--- src/rtl/core/dtf_pkg.sv ---
// Package for the decimal text to fixed-point converter.
// Holds character codes, command and status types and the fraction scale table.
// No dependencies.
`timescale 1ns / 1ps

package dtf_pkg;

  localparam int unsigned MAG_W    = 64;
  localparam int unsigned EXP_W    = 5;
  localparam int unsigned FIDX_W   = 4;
  localparam int unsigned DIV_BITS = 8;
  localparam int unsigned DIV_CHUNKS = MAG_W / DIV_BITS;
  localparam int unsigned CHUNK_W  = $clog2(DIV_CHUNKS);

  localparam logic [7:0] CHAR_ZERO  = 8'h30;
  localparam logic [7:0] CHAR_NINE  = 8'h39;
  localparam logic [7:0] CHAR_MINUS = 8'h2D;
  localparam logic [7:0] CHAR_DOT   = 8'h2E;
  localparam logic [7:0] CHAR_LOW_E = 8'h65;
  localparam logic [7:0] CHAR_UP_E  = 8'h45;

  localparam logic [MAG_W-1:0] MAG_CAP = 64'h8000_0000_0000_0000;
  localparam logic [MAG_W-1:0] POS_MAX = 64'h7FFF_FFFF_FFFF_FFFF;

  localparam logic [FIDX_W-1:0] FIDX_LAST = 4'd9;
  localparam logic [4:0]        TEN       = 5'd10;

  typedef struct packed {
    logic digit;
    logic minus;
    logic dot;
    logic exp_mark;
  } char_class_t;

  typedef struct packed {
    logic int_digit;
    logic frac_digit;
    logic exp_digit;
    logic set_neg;
    logic set_exp_neg;
    logic mul_step;
    logic div_load;
    logic div_step;
    logic exp_dec;
    logic finish;
  } dp_cmd_t;

  typedef struct packed {
    char_class_t cls;
    logic        exp_zero;
    logic        exp_neg;
    logic        div_last;
    logic        out_free;
  } dp_status_t;

  // Weight of the next fraction digit in Q0.32, indexed by digits already taken.
  function automatic logic [31:0] frac_scale(input logic [FIDX_W-1:0] idx);
    logic [31:0] s;
    case (idx)
      4'd0:    s = 32'd429496730;
      4'd1:    s = 32'd42949673;
      4'd2:    s = 32'd4294967;
      4'd3:    s = 32'd429497;
      4'd4:    s = 32'd42950;
      4'd5:    s = 32'd4295;
      4'd6:    s = 32'd430;
      4'd7:    s = 32'd43;
      4'd8:    s = 32'd4;
      default: s = 32'd0;
    endcase
    return s;
  endfunction

endpackage

--- src/rtl/core/dtf_ctrl.sv ---
// Controller of the decimal text to fixed-point converter.
// Tracks the parse phase and sequences the exponent scaling; uses dtf_pkg.
`timescale 1ns / 1ps

module dtf_ctrl (
  input  logic                clk_i,
  input  logic                rst_ni,
  input  logic                s_axis_tvalid,
  input  logic                s_axis_tlast,
  output logic                s_axis_tready,
  input  dtf_pkg::dp_status_t status_i,
  output dtf_pkg::dp_cmd_t    cmd_o
);

  localparam logic [2:0] ST_START   = 3'd0;
  localparam logic [2:0] ST_INT     = 3'd1;
  localparam logic [2:0] ST_FRAC    = 3'd2;
  localparam logic [2:0] ST_EXPSIGN = 3'd3;
  localparam logic [2:0] ST_EXPDIG  = 3'd4;
  localparam logic [2:0] ST_STOP    = 3'd5;
  localparam logic [2:0] ST_SCALE   = 3'd6;
  localparam logic [2:0] ST_DIV     = 3'd7;

  logic [2:0] state_q, state_d;
  logic       ready;
  logic       acc;

  assign acc           = s_axis_tvalid & ready;
  assign s_axis_tready = ready;

  always_comb begin
    logic [2:0] nxt;
    state_d = state_q;
    cmd_o   = '0;
    ready   = 1'b0;
    nxt     = state_q;
    case (state_q)
      ST_START, ST_INT: begin
        ready = 1'b1;
        if (status_i.cls.digit) begin
          cmd_o.int_digit = acc;
          nxt = ST_INT;
        end else if ((state_q == ST_START) && status_i.cls.minus) begin
          cmd_o.set_neg = acc;
          nxt = ST_INT;
        end else if (status_i.cls.dot) begin
          nxt = ST_FRAC;
        end else if (status_i.cls.exp_mark) begin
          nxt = ST_EXPSIGN;
        end else begin
          nxt = ST_STOP;
        end
      end
      ST_FRAC: begin
        ready = 1'b1;
        if (status_i.cls.digit) begin
          cmd_o.frac_digit = acc;
        end else if (status_i.cls.exp_mark) begin
          nxt = ST_EXPSIGN;
        end else begin
          nxt = ST_STOP;
        end
      end
      ST_EXPSIGN, ST_EXPDIG: begin
        ready = 1'b1;
        if (status_i.cls.digit) begin
          cmd_o.exp_digit = acc;
          nxt = ST_EXPDIG;
        end else if ((state_q == ST_EXPSIGN) && status_i.cls.minus) begin
          cmd_o.set_exp_neg = acc;
          nxt = ST_EXPDIG;
        end else begin
          nxt = ST_STOP;
        end
      end
      ST_STOP: begin
        ready = 1'b1;
      end
      ST_SCALE: begin
        if (status_i.exp_zero) begin
          if (status_i.out_free) begin
            cmd_o.finish = 1'b1;
            state_d = ST_START;
          end
        end else if (status_i.exp_neg) begin
          cmd_o.div_load = 1'b1;
          state_d = ST_DIV;
        end else begin
          cmd_o.mul_step = 1'b1;
          cmd_o.exp_dec  = 1'b1;
        end
      end
      ST_DIV: begin
        cmd_o.div_step = 1'b1;
        if (status_i.div_last) begin
          cmd_o.exp_dec = 1'b1;
          state_d = ST_SCALE;
        end
      end
      default: begin
        state_d = ST_START;
      end
    endcase
    if (acc) begin
      state_d = s_axis_tlast ? ST_SCALE : nxt;
    end
  end

  always_ff @(posedge clk_i or negedge rst_ni) begin
    if (!rst_ni) begin
      state_q <= ST_START;
    end else begin
      state_q <= state_d;
    end
  end

endmodule

--- src/rtl/core/dtf_datapath.sv ---
// Datapath of the decimal text to fixed-point converter.
// Accumulators, exponent scaling by ten, divide-by-ten unit and output register; uses dtf_pkg.
`timescale 1ns / 1ps

module dtf_datapath #(
  parameter int unsigned FRAC_BITS    = 32,
  parameter int unsigned MAX_EXPONENT = 24
) (
  input  logic                clk_i,
  input  logic                rst_ni,
  input  logic [7:0]          char_i,
  input  dtf_pkg::dp_cmd_t    cmd_i,
  output dtf_pkg::dp_status_t status_o,
  input  logic                out_ready_i,
  output logic                out_valid_o,
  output logic [63:0]         fixed_value_o,
  output logic                fixed_saturated_o,
  output logic [63:0]         int_value_o,
  output logic                int_saturated_o
);

  localparam int unsigned SHL = (FRAC_BITS >= 32) ? FRAC_BITS - 32 : 0;
  localparam int unsigned SHR = (FRAC_BITS < 32) ? 32 - FRAC_BITS : 1;
  localparam logic [63:0] RND = 64'd1 << (SHR - 1);

  logic [63:0]                     mant_q, mant_d;
  logic [63:0]                     int_q, int_d;
  logic [dtf_pkg::FIDX_W-1:0]      fidx_q, fidx_d;
  logic                            neg_q, neg_d;
  logic                            exp_neg_q, exp_neg_d;
  logic [dtf_pkg::EXP_W-1:0]       exp_q, exp_d;
  logic [1:0]                      marks_q, marks_d;
  logic [3:0]                      rem_q, rem_d;
  logic [dtf_pkg::CHUNK_W-1:0]     chunk_q, chunk_d;
  logic                            out_valid_q, out_valid_d;
  logic [63:0]                     fixed_q, fixed_d;
  logic [63:0]                     ival_q, ival_d;
  logic [1:0]                      sat_q, sat_d;

  logic [3:0]  digit;
  logic [67:0] m_add, m_sum, i_sum;
  logic        m_over, i_over;
  logic [35:0] prod;
  logic [63:0] part;
  logic [64:0] f_sum;
  logic        f_over;
  logic [8:0]  e_sum;
  logic [63:0] div_w;
  logic [4:0]  div_r;

  assign digit = char_i[3:0];

  assign status_o.cls.digit    = (char_i >= dtf_pkg::CHAR_ZERO) && (char_i <= dtf_pkg::CHAR_NINE);
  assign status_o.cls.minus    = char_i == dtf_pkg::CHAR_MINUS;
  assign status_o.cls.dot      = char_i == dtf_pkg::CHAR_DOT;
  assign status_o.cls.exp_mark = (char_i == dtf_pkg::CHAR_LOW_E) ||
                                 (char_i == dtf_pkg::CHAR_UP_E);
  assign status_o.exp_zero     = exp_q == '0;
  assign status_o.exp_neg      = exp_neg_q;
  assign status_o.div_last     = chunk_q == dtf_pkg::CHUNK_W'(dtf_pkg::DIV_CHUNKS - 1);
  assign status_o.out_free     = !out_valid_q || out_ready_i;

  assign m_add  = cmd_i.int_digit ? (68'(digit) << FRAC_BITS) : '0;
  assign m_sum  = 68'({mant_q, 3'b000}) + 68'({mant_q, 1'b0}) + m_add;
  assign m_over = m_sum > 68'(dtf_pkg::MAG_CAP);
  assign i_sum  = 68'({int_q, 3'b000}) + 68'({int_q, 1'b0}) + 68'(digit);
  assign i_over = i_sum > 68'(dtf_pkg::MAG_CAP);

  assign prod = 36'(digit) * 36'(dtf_pkg::frac_scale(fidx_q));

  always_comb begin
    if (FRAC_BITS >= 32) begin
      part = 64'(prod) << SHL;
    end else begin
      part = (64'(prod) + RND) >> SHR;
    end
  end

  assign f_sum  = {1'b0, mant_q} + {1'b0, part};
  assign f_over = f_sum > 65'(dtf_pkg::MAG_CAP);
  assign e_sum  = 9'({exp_q, 3'b000}) + 9'({exp_q, 1'b0}) + 9'(digit);

  // Restoring long division by ten, DIV_BITS quotient bits per division step.
  always_comb begin
    div_w = mant_q;
    div_r = {1'b0, rem_q};
    for (int k = 0; k < int'(dtf_pkg::DIV_BITS); k++) begin
      div_r = {div_r[3:0], div_w[63]};
      if (div_r >= dtf_pkg::TEN) begin
        div_r = div_r - dtf_pkg::TEN;
        div_w = {div_w[62:0], 1'b1};
      end else begin
        div_w = {div_w[62:0], 1'b0};
      end
    end
  end

  always_comb begin
    mant_d      = mant_q;
    int_d       = int_q;
    fidx_d      = fidx_q;
    neg_d       = neg_q;
    exp_neg_d   = exp_neg_q;
    exp_d       = exp_q;
    marks_d     = marks_q;
    rem_d       = rem_q;
    chunk_d     = chunk_q;
    out_valid_d = out_valid_q && !out_ready_i;
    fixed_d     = fixed_q;
    ival_d      = ival_q;
    sat_d       = sat_q;

    if (cmd_i.int_digit || cmd_i.mul_step) begin
      mant_d = m_over ? dtf_pkg::MAG_CAP : m_sum[63:0];
      if (m_over) begin
        marks_d[0] = 1'b1;
      end
    end
    if (cmd_i.int_digit) begin
      int_d = i_over ? dtf_pkg::MAG_CAP : i_sum[63:0];
      if (i_over) begin
        marks_d[1] = 1'b1;
      end
    end
    if (cmd_i.frac_digit) begin
      mant_d = f_over ? dtf_pkg::MAG_CAP : f_sum[63:0];
      if (f_over) begin
        marks_d[0] = 1'b1;
      end
      if (fidx_q != dtf_pkg::FIDX_LAST) begin
        fidx_d = fidx_q + 1'b1;
      end
    end
    if (cmd_i.exp_digit) begin
      exp_d = (e_sum > 9'(MAX_EXPONENT)) ? dtf_pkg::EXP_W'(MAX_EXPONENT) : e_sum[4:0];
    end
    if (cmd_i.set_neg) begin
      neg_d = 1'b1;
    end
    if (cmd_i.set_exp_neg) begin
      exp_neg_d = 1'b1;
    end
    if (cmd_i.div_load) begin
      mant_d  = mant_q + 64'd5;
      rem_d   = '0;
      chunk_d = '0;
    end
    if (cmd_i.div_step) begin
      mant_d  = div_w;
      rem_d   = div_r[3:0];
      chunk_d = chunk_q + 1'b1;
    end
    if (cmd_i.exp_dec) begin
      exp_d = exp_q - 1'b1;
    end
    if (cmd_i.finish) begin
      out_valid_d = 1'b1;
      if (neg_q) begin
        fixed_d  = marks_q[0] ? dtf_pkg::MAG_CAP : (64'd0 - mant_q);
        sat_d[0] = marks_q[0];
        ival_d   = marks_q[1] ? dtf_pkg::MAG_CAP : (64'd0 - int_q);
        sat_d[1] = marks_q[1];
      end else begin
        fixed_d  = (marks_q[0] || mant_q[63]) ? dtf_pkg::POS_MAX : mant_q;
        sat_d[0] = marks_q[0] || mant_q[63];
        ival_d   = (marks_q[1] || int_q[63]) ? dtf_pkg::POS_MAX : int_q;
        sat_d[1] = marks_q[1] || int_q[63];
      end
      mant_d    = '0;
      int_d     = '0;
      fidx_d    = '0;
      neg_d     = 1'b0;
      exp_neg_d = 1'b0;
      exp_d     = '0;
      marks_d   = '0;
    end
  end

  always_ff @(posedge clk_i or negedge rst_ni) begin
    if (!rst_ni) begin
      mant_q      <= '0;
      int_q       <= '0;
      fidx_q      <= '0;
      neg_q       <= 1'b0;
      exp_neg_q   <= 1'b0;
      exp_q       <= '0;
      marks_q     <= '0;
      chunk_q     <= '0;
      out_valid_q <= 1'b0;
    end else begin
      mant_q      <= mant_d;
      int_q       <= int_d;
      fidx_q      <= fidx_d;
      neg_q       <= neg_d;
      exp_neg_q   <= exp_neg_d;
      exp_q       <= exp_d;
      marks_q     <= marks_d;
      chunk_q     <= chunk_d;
      out_valid_q <= out_valid_d;
    end
  end

  always_ff @(posedge clk_i) begin
    rem_q   <= rem_d;
    fixed_q <= fixed_d;
    ival_q  <= ival_d;
    sat_q   <= sat_d;
  end

  assign out_valid_o       = out_valid_q;
  assign fixed_value_o     = fixed_q;
  assign fixed_saturated_o = sat_q[0];
  assign int_value_o       = ival_q;
  assign int_saturated_o   = sat_q[1];

endmodule

--- src/rtl/core/decimal_text_to_fixed_unit.sv ---
// Characters without tlast are taken one per cycle. After the last character of a token the
// result is multiplied by ten E times for an exponent E >= 0, or divided by ten E times
// through the divide-by-ten unit for a negative exponent, before it is registered.
// The input stalls during that scaling and until the output register is free; the next token
// is taken once the result is registered, even while the previous result still waits.
// Reset is asynchronous active low and clears the parse state and the output valid flag.
`timescale 1ns / 1ps

module decimal_text_to_fixed_unit #(
  parameter int unsigned FRAC_BITS    = 32,
  parameter int unsigned MAX_EXPONENT = 24
) (
  input  logic         clk_i,
  input  logic         rst_ni,
  input  logic         s_axis_tvalid,
  output logic         s_axis_tready,
  input  logic [7:0]   s_axis_tdata,   // [7:0] text_char
  input  logic         s_axis_tlast,
  output logic         m_axis_tvalid,
  input  logic         m_axis_tready,
  output logic [127:0] m_axis_tdata,   // [63:0] fixed_value, [127:64] int_value
  output logic [1:0]   m_axis_tuser    // [0] fixed_saturated, [1] int_saturated
);

  dtf_pkg::dp_cmd_t    cmd;
  dtf_pkg::dp_status_t status;
  logic [63:0]         fixed_value;
  logic [63:0]         int_value;
  logic                fixed_saturated;
  logic                int_saturated;

  dtf_ctrl u_ctrl (
    .clk_i         (clk_i),
    .rst_ni        (rst_ni),
    .s_axis_tvalid (s_axis_tvalid),
    .s_axis_tlast  (s_axis_tlast),
    .s_axis_tready (s_axis_tready),
    .status_i      (status),
    .cmd_o         (cmd)
  );

  dtf_datapath #(
    .FRAC_BITS    (FRAC_BITS),
    .MAX_EXPONENT (MAX_EXPONENT)
  ) u_datapath (
    .clk_i             (clk_i),
    .rst_ni            (rst_ni),
    .char_i            (s_axis_tdata),
    .cmd_i             (cmd),
    .status_o          (status),
    .out_ready_i       (m_axis_tready),
    .out_valid_o       (m_axis_tvalid),
    .fixed_value_o     (fixed_value),
    .fixed_saturated_o (fixed_saturated),
    .int_value_o       (int_value),
    .int_saturated_o   (int_saturated)
  );

  assign m_axis_tdata = {int_value, fixed_value};
  assign m_axis_tuser = {int_saturated, fixed_saturated};

endmodule

--- config.mk ---
export PLATFORM = sky130hd
export DESIGN_NAME = decimal_text_to_fixed_unit
export DESIGN_NICKNAME = d
export VERILOG_FILES = /design/src/rtl/core/dtf_pkg.sv /design/src/rtl/core/dtf_ctrl.sv /design/src/rtl/core/dtf_datapath.sv /design/src/rtl/core/decimal_text_to_fixed_unit.sv
export SDC_FILE = /design/constraint.sdc
export NUM_CORES = 2
export LEC_CHECK = 0
export BUFFER_PORTS_ARGS = -buffer_cell sky130_fd_sc_hd__buf_2
export CORE_MARGIN = 2
export CORE_UTILIZATION = 60
export CTS_BUF_LIST = sky130_fd_sc_hd__clkbuf_4 sky130_fd_sc_hd__clkbuf_8 sky130_fd_sc_hd__clkbuf_16
export CTS_CLUSTER_SIZE = 20
export DETAILED_ROUTE_END_ITERATION = 12
export PLACE_DENSITY = 0.76
export SLEW_MARGIN = 25
export SYNTH_ARGS = -nofsm -noshare
export SYNTH_HDL_FRONTEND = slang
export SYNTH_SLANG_ARGS = --single-unit
--- constraint.sdc ---
create_clock -name clk_i -period 10.1 [get_ports clk_i]
set_input_delay 1.515 -clock clk_i [delete_from_list [all_inputs] [get_ports clk_i]]
set_output_delay 1.515 -clock clk_i [all_outputs]
set_load 0.1 [all_outputs]
# Word-level counts from Yosys, hierarchy flattened
# Memory sizes are Yosys's and may differ from the RTL's.
# Cells that the tools add are included.
# totals
regBits	282
rom_bits	432
wordCells	194
mem_count	1
# memory_table
memory	depth	width	read_ports	rd_ports_with_merged_regs	wr	line	source
(name not given)	16	27	1	0	0	dtf_pkg.sv:59	case (idx)
# classes
add_sub_neg	21
multipliers	1
n_lt_le_gt_ge	14
eq_ne	18
n_mux	94
bitwise_logic	1
n_reduce_logical	29
# op_table
op	count
64-bit 2-to-1 mux	16
67-bit by 65-bit adder with 68-bit output	2
68-bit by 64-bit greater-than comparator with 1-bit output (second input constant)	2
1-bit by 64-bit subtractor with 64-bit output (first input constant)	2
68-bit by 4-bit adder with 68-bit output	1
68-bit adder	1
64-bit by 36-bit adder with 65-bit output	1
65-bit by 64-bit greater-than comparator with 1-bit output (second input constant)	1
64-bit by 3-bit adder with 64-bit output (second input constant)	1
4-bit 2-to-1 mux	13
5-bit by 4-bit >= comparator with 1-bit output (second input constant)	8
1-bit 2-to-1 mux	40
3-bit 2-to-1 mux	13
4-bit by 32-bit multiplier with 36-bit output	1
36-bit 2-to-1 mux	1
4-bit subtractor (second input constant)	8
5-bit 2-to-1 mux	4
8-bit by 6-bit == test with 1-bit output (second input constant)	2
8-bit by 7-bit == test with 1-bit output (second input constant)	2
3-bit == test (second input constant)	5
2-bit nonzero test	7
8-bit by 6-bit adder with 9-bit output	1
9-bit by 4-bit adder with 9-bit output	1
9-bit by 5-bit greater-than comparator with 1-bit output (second input constant)	1
28 further kinds	44

# Logic depth before layout (Yosys ltp)
# logic_depth
word_depth	18
depth_mapped	42
depth_no_buf	39

# By module
# A second synthesis with hierarchy kept.
# hier_totals
cells_unflattened	4189
hier_area_um2	34012.6
# by_module_without_submodules
module	n_inst	cells_each	area_each_um2	seq_area_each_um2
dtf_datapath	1	4119	33502.1	7652.3
dtf_ctrl	1	68	495.5	75.1
decimal_text_to_fixed_unit	1	2	15.0	0.0

# Worst setup path after synthesis
# Ideal clock, no wire load.
# synth_path
kind	input -> register
startpoint	input s_axis_tdata[3]
endpoint	register u_datapath.mant_q[21]
setup_ns	0.172
arrival_time_ns	7.997
path_slack_ns	1.931
stages	23
path_buffers	4
path_cell_list	clkbuf_1 clkbuf_1 and2_1 fa_1 fa_1 inv_1 fa_1 inv_1 ha_1 and3_1 nand4_1 a211o_1 a2111o_1 a21oi_1 mux2_2 or4_1 or4_1 or4_4 a21oi_4 buf_4 buf_4 a31oi_1 a221oi_1
# synth_via
elab_chain_cells	13
# synth_lines
element	line	source
start: declaration	decimal_text_to_fixed_unit.sv:17	input logic [7:0] s_axis_tdata,
parallel branches: the longest is 13 deep, another holds 64-bit by 36-bit adder with 65-bit output	n/a	
end signal: assignment	dtf_datapath.sv:191	mant_q <= mant_d;
end: declaration	dtf_datapath.sv:26	logic [63:0] mant_q, mant_d;
# Parallel ways; which one is timed is not known. The select of a mux whose other input is x is not followed.
# A chain may end at the register's enable or synchronous reset.

# Worst setup path after layout
# layout_path
startpoint	register u_datapath.rem_q[0]
endpoint	register u_datapath.rem_q[2] (data pin)
# layout_via
elab_chain_cells	17
# layout_lines
element	line	source
start: declaration	dtf_datapath.sv:33	logic [3:0] rem_q, rem_d;
start signal: assignment	dtf_datapath.sv:204	rem_q <= rem_d;
4-bit subtractor / 5-bit by 4-bit >= comparator with 1-bit output (equally long branches)	dtf_datapath.sv:90, dtf_datapath.sv:89	
4-bit 2-to-1 mux *	dtf_datapath.sv:89	if (div_r >= dtf_pkg::TEN) begin
4-bit subtractor / 5-bit by 4-bit >= comparator with 1-bit output (equally long branches)	dtf_datapath.sv:90, dtf_datapath.sv:89	
4-bit 2-to-1 mux *	dtf_datapath.sv:89	
4-bit subtractor / 5-bit by 4-bit >= comparator with 1-bit output (equally long branches)	dtf_datapath.sv:90, dtf_datapath.sv:89	
4-bit 2-to-1 mux *	dtf_datapath.sv:89	
5-bit by 4-bit >= comparator with 1-bit output / 4-bit subtractor (equally long branches)	dtf_datapath.sv:89, dtf_datapath.sv:90	
4-bit 2-to-1 mux *	dtf_datapath.sv:89	
4-bit subtractor / 5-bit by 4-bit >= comparator with 1-bit output (equally long branches)	dtf_datapath.sv:90, dtf_datapath.sv:89	
4-bit 2-to-1 mux *	dtf_datapath.sv:89	
4-bit subtractor / 5-bit by 4-bit >= comparator with 1-bit output (equally long branches)	dtf_datapath.sv:90, dtf_datapath.sv:89	
4-bit 2-to-1 mux *	dtf_datapath.sv:89	
5-bit by 4-bit >= comparator with 1-bit output / 4-bit subtractor (equally long branches)	dtf_datapath.sv:89, dtf_datapath.sv:90	
4-bit 2-to-1 mux *	dtf_datapath.sv:89	
4-bit subtractor / 5-bit by 4-bit >= comparator with 1-bit output (equally long branches)	dtf_datapath.sv:90, dtf_datapath.sv:89	
4-bit 2-to-1 mux *	dtf_datapath.sv:89	
4-bit 2-to-1 mux *	dtf_datapath.sv:148	if (cmd_i.div_step) begin
# Every way passes the cells marked *; elsewhere a longest branch is shown, timed or not.

==> impl_results.md <==
* Top cells by area, synth: ha_1 12%, edfxtp_1 11%, dfrtp_1 11%, a21oi_1 5.9%, fa_1 4.9%
* Routed wire length at 135,500 um
* Worst Path Arrival at 9.70 ns
* Worst setup EP type: flip-flop
* Library cells used by synthesis at 106
* Starting Density at about three fifths
* Die footprint at 60,390 um^2
* Avg Cell Area, Syn at 7.993 um^2
* Most used cell, CP: ha_1
* FILL cells at 5,062
* Synth warn at 0
* Final hold violation count at 0
* Clock sink count at approximately 280
* Vias in the first global route at ~34,000
* Sequential element share of the synthesized area at between 20% and 30%
* Setup TNS at 0 ns
* Max incr delay on CP at ~0.49 ns
* Initial antenna violation count at 5
* Row cnt at 88
* First-pass GRT wire length at around 210,000 um
* Worst setup SP type: flip-flop
* Crit Path Class: reg2reg
* Port Buffers at between 100 and 150
* Worst-skew pair later-pin latency at 0.61 ns
* Dpl hpwl at 101,800 um
* Register area at 7734 um^2
* #FFs+latches synth at between 200 and 300
* ANT cells at 0
* Max FO, Critical Path at 11
* DR vias at between 30,000 and 40,000
* Fraction of layout cells with a size suffix above 1 at 8.569%
* Number of synthesized flops with an enable pin at 134
* Total setup buffers inserted after CTS at 0
* Commonest non-fill, non-tap cells in the layout: 412 x a21oi_1, 356 x nor2_1, 328 x ha_1
* Drt first pass iters at 10
* Main synth FF type: dfrtp_1
* Rel. slew slack at between 20 and 25%
* Gate Count Post-Synth at 4,387
* Slowest CP cell: a311oi_1
* WP data required at a little over 10 ns
* Max-cap violations at 0
* Placed instance area at 36,230 um^2
* Fin crit share at 93.27%
* Setup repair after global routing missed its margin: no
* Number of remaining DRC errors at 0
* Ports at 145
* Pre-CTS WS at 0.6278 ns
* Global route overflow at 0
* Slew @ Worst Pin at roughly 1.1 ns
* Vias per inst at just over 7
* Num CTS Buffers at 35
* Detail Route Antenna Nets at 0
* Clk pin slew, worst setup/hold paths at roughly 0.070 ns
* Placed insts at 5,089
* Worst Hold Class: reg2reg
* Nets@finish at ~4,800
* Core Footprint at 57,700 um^2
* Min Clock Period, post-route at 9.421 ns
* Outcome: finished clean
* Synth area leader: ha_1
* # H-tree levels at 2
* Area Growth Syn to Fin at 6.855%
* Netlist Area Pre-Place at 35,060 um^2
* Largest net degree at the start of global routing at 80
* Die span in y at 245.7 um
* Post-Syn Nets at 4,813
* Fin cells at 5,153
* Wire length per cell at between 20 and 30 um
* Commonest non-fill, non-tap cell in the layout: a21oi_1
* Fmax at 106.1 MHz
* Final Max Slew Viols at 0
* Gp weighted congestion at around 1.0
* Yosys top cell area share at 11.70%
* Final Skew at roughly 0.047 ns
* Synth async-reset ratio at 52.48%
* Initial DRC Count at between 5,000 and 6,000
* Total Routing Usage GR at 43.73%
* Clock tree from TritonCTS: built
* Area of the multi-input gates at 25,370 um^2
* Clock root cell: clkbuf_16
* PnR worst setup slack at 0.6793 ns
* Final Setup Violations at 0
* Max Buffers Root-to-Sink at 3
* DIE WIDTH at 245.7 um
* Final design instance area without fill at 37,470 um^2
-- final timing paths --
check                                            from                    end  slack (ns)  depth (start not counted)
worst max-delay path              u_datapath.rem_q[0]    u_datapath.rem_q[2]        0.68                         37
worst min-delay path            u_datapath.chunk_q[0]  u_datapath.chunk_q[0]        0.51                          1
worst max register to register    u_datapath.rem_q[0]    u_datapath.rem_q[2]        0.68                         37
worst min register to register  u_datapath.chunk_q[0]  u_datapath.chunk_q[0]        0.51                          1
max in group asynchronous                      rst_ni  u_datapath.mant_q[18]        7.81                          2
min in group asynchronous                      rst_ni   u_datapath.fidx_q[3]        0.99                          1
-- flip-flops by register name (all words and copies together) (netlist names) --
signal and count:
u_ctrl.state_q 3, u_datapath.neg_q 1, u_datapath.fidx_q 4, u_datapath.exp_neg_q 1, u_datapath.fixed_value_o 64, u_datapath.sat_q 2
u_datapath.marks_q 2, u_datapath.out_valid_o 1, u_datapath.int_q 64, u_datapath.mant_q 64, u_datapath.int_value_o 64, u_datapath.chunk_q 3
u_datapath.exp_q 5, u_datapath.rem_q 4
-- synthesized netlist by cell type (47+ instances only) --
cell type / instances
clkbuf_1: 232
ha_1: 328
dfrtp_1: 148
and3_1: 52
a211oi_1: 60
nor3_1: 101
xnor2_1: 123
nor2b_1: 47
nand2_1: 315
a21o_1: 142
nand4_1: 80
fa_1: 85
a31oi_1: 78
o21ai_0: 263
a21oi_1: 413
nand3_1: 97
or3_1: 64
xor2_1: 57
inv_1: 248
a22o_1: 59
o22a_1: 66
o21a_1: 58
and2_1: 68
nor2_1: 358
edfxtp_1: 134
-- cell type report --
| class | count | share of cell area, % |
|---|---|---|
| clock inverter | 12 | 0.4742 |
| timing repair buffer | 209 | 3.286 |
| clock buffer | 52 | 2.745 |
| multi-input combinational | 3577 | 67.71 |
| sequential | 282 | 20.64 |
| inverter | 256 | 2.585 |
| tap | 765 | 2.555 |
-- through the flow --
stage	hold WS, ns	utilization [%]
after global placement	0.4940	62.80
after global routing	0.5463	64.94
after detailed placement	0.5101	62.80
after CTS	0.5216	64.89
after floorplan	0.4677	-
final	0.5120	64.94
-- cells by family (layout without fill, tap and decap cells) --
kind of cell | after synthesis | in the layout | synth area share, %
flops | 282 | 282 | 22.04
simple gates | 1388 | 1388 | 20.08
compound gates | 1566 | 1566 | 30.07
mux | 30 | 30 | 0.8921
fa+ha+maj | 413 | 413 | 16.56
buf+inv | 528 | 529 | 5.863
xor+xnor | 180 | 180 | 4.496
-- worst max-delay path, delay by kind of cell, from the launching register on --
family          cells  cell delay, ns
simple gates        8            1.85
flops               1            0.43
fa+ha+maj           8            2.58
compound gates     16            3.60
buf+inv             4            0.42
xor+xnor            1            0.25
-- repair_timing --
| item | 4_1_cts | 5_1_grt |
|---|---|---|
| hold buffers | 0 | 0 |
| resized for setup | 0 | 2 |
| endpoints found under the hold margin | 0 | 0 |
| endpoints found under the setup margin | 0 | 3 |
-- per-layer routing --
layer / GRT usage (%) / routed length, um / vias to the layer above
met5: 0 / 56 / -
met4: 24.60 / 8951 / 10
met3: 9.964 / 15530 / 572
met2: 66.78 / 58650 / 2447
met1: 57.09 / 52310 / 17620
li1: - / - / 16414
Power is not shown: default switching activity piles up to over one toggle a cycle in this logic, so the estimate is an artifact.
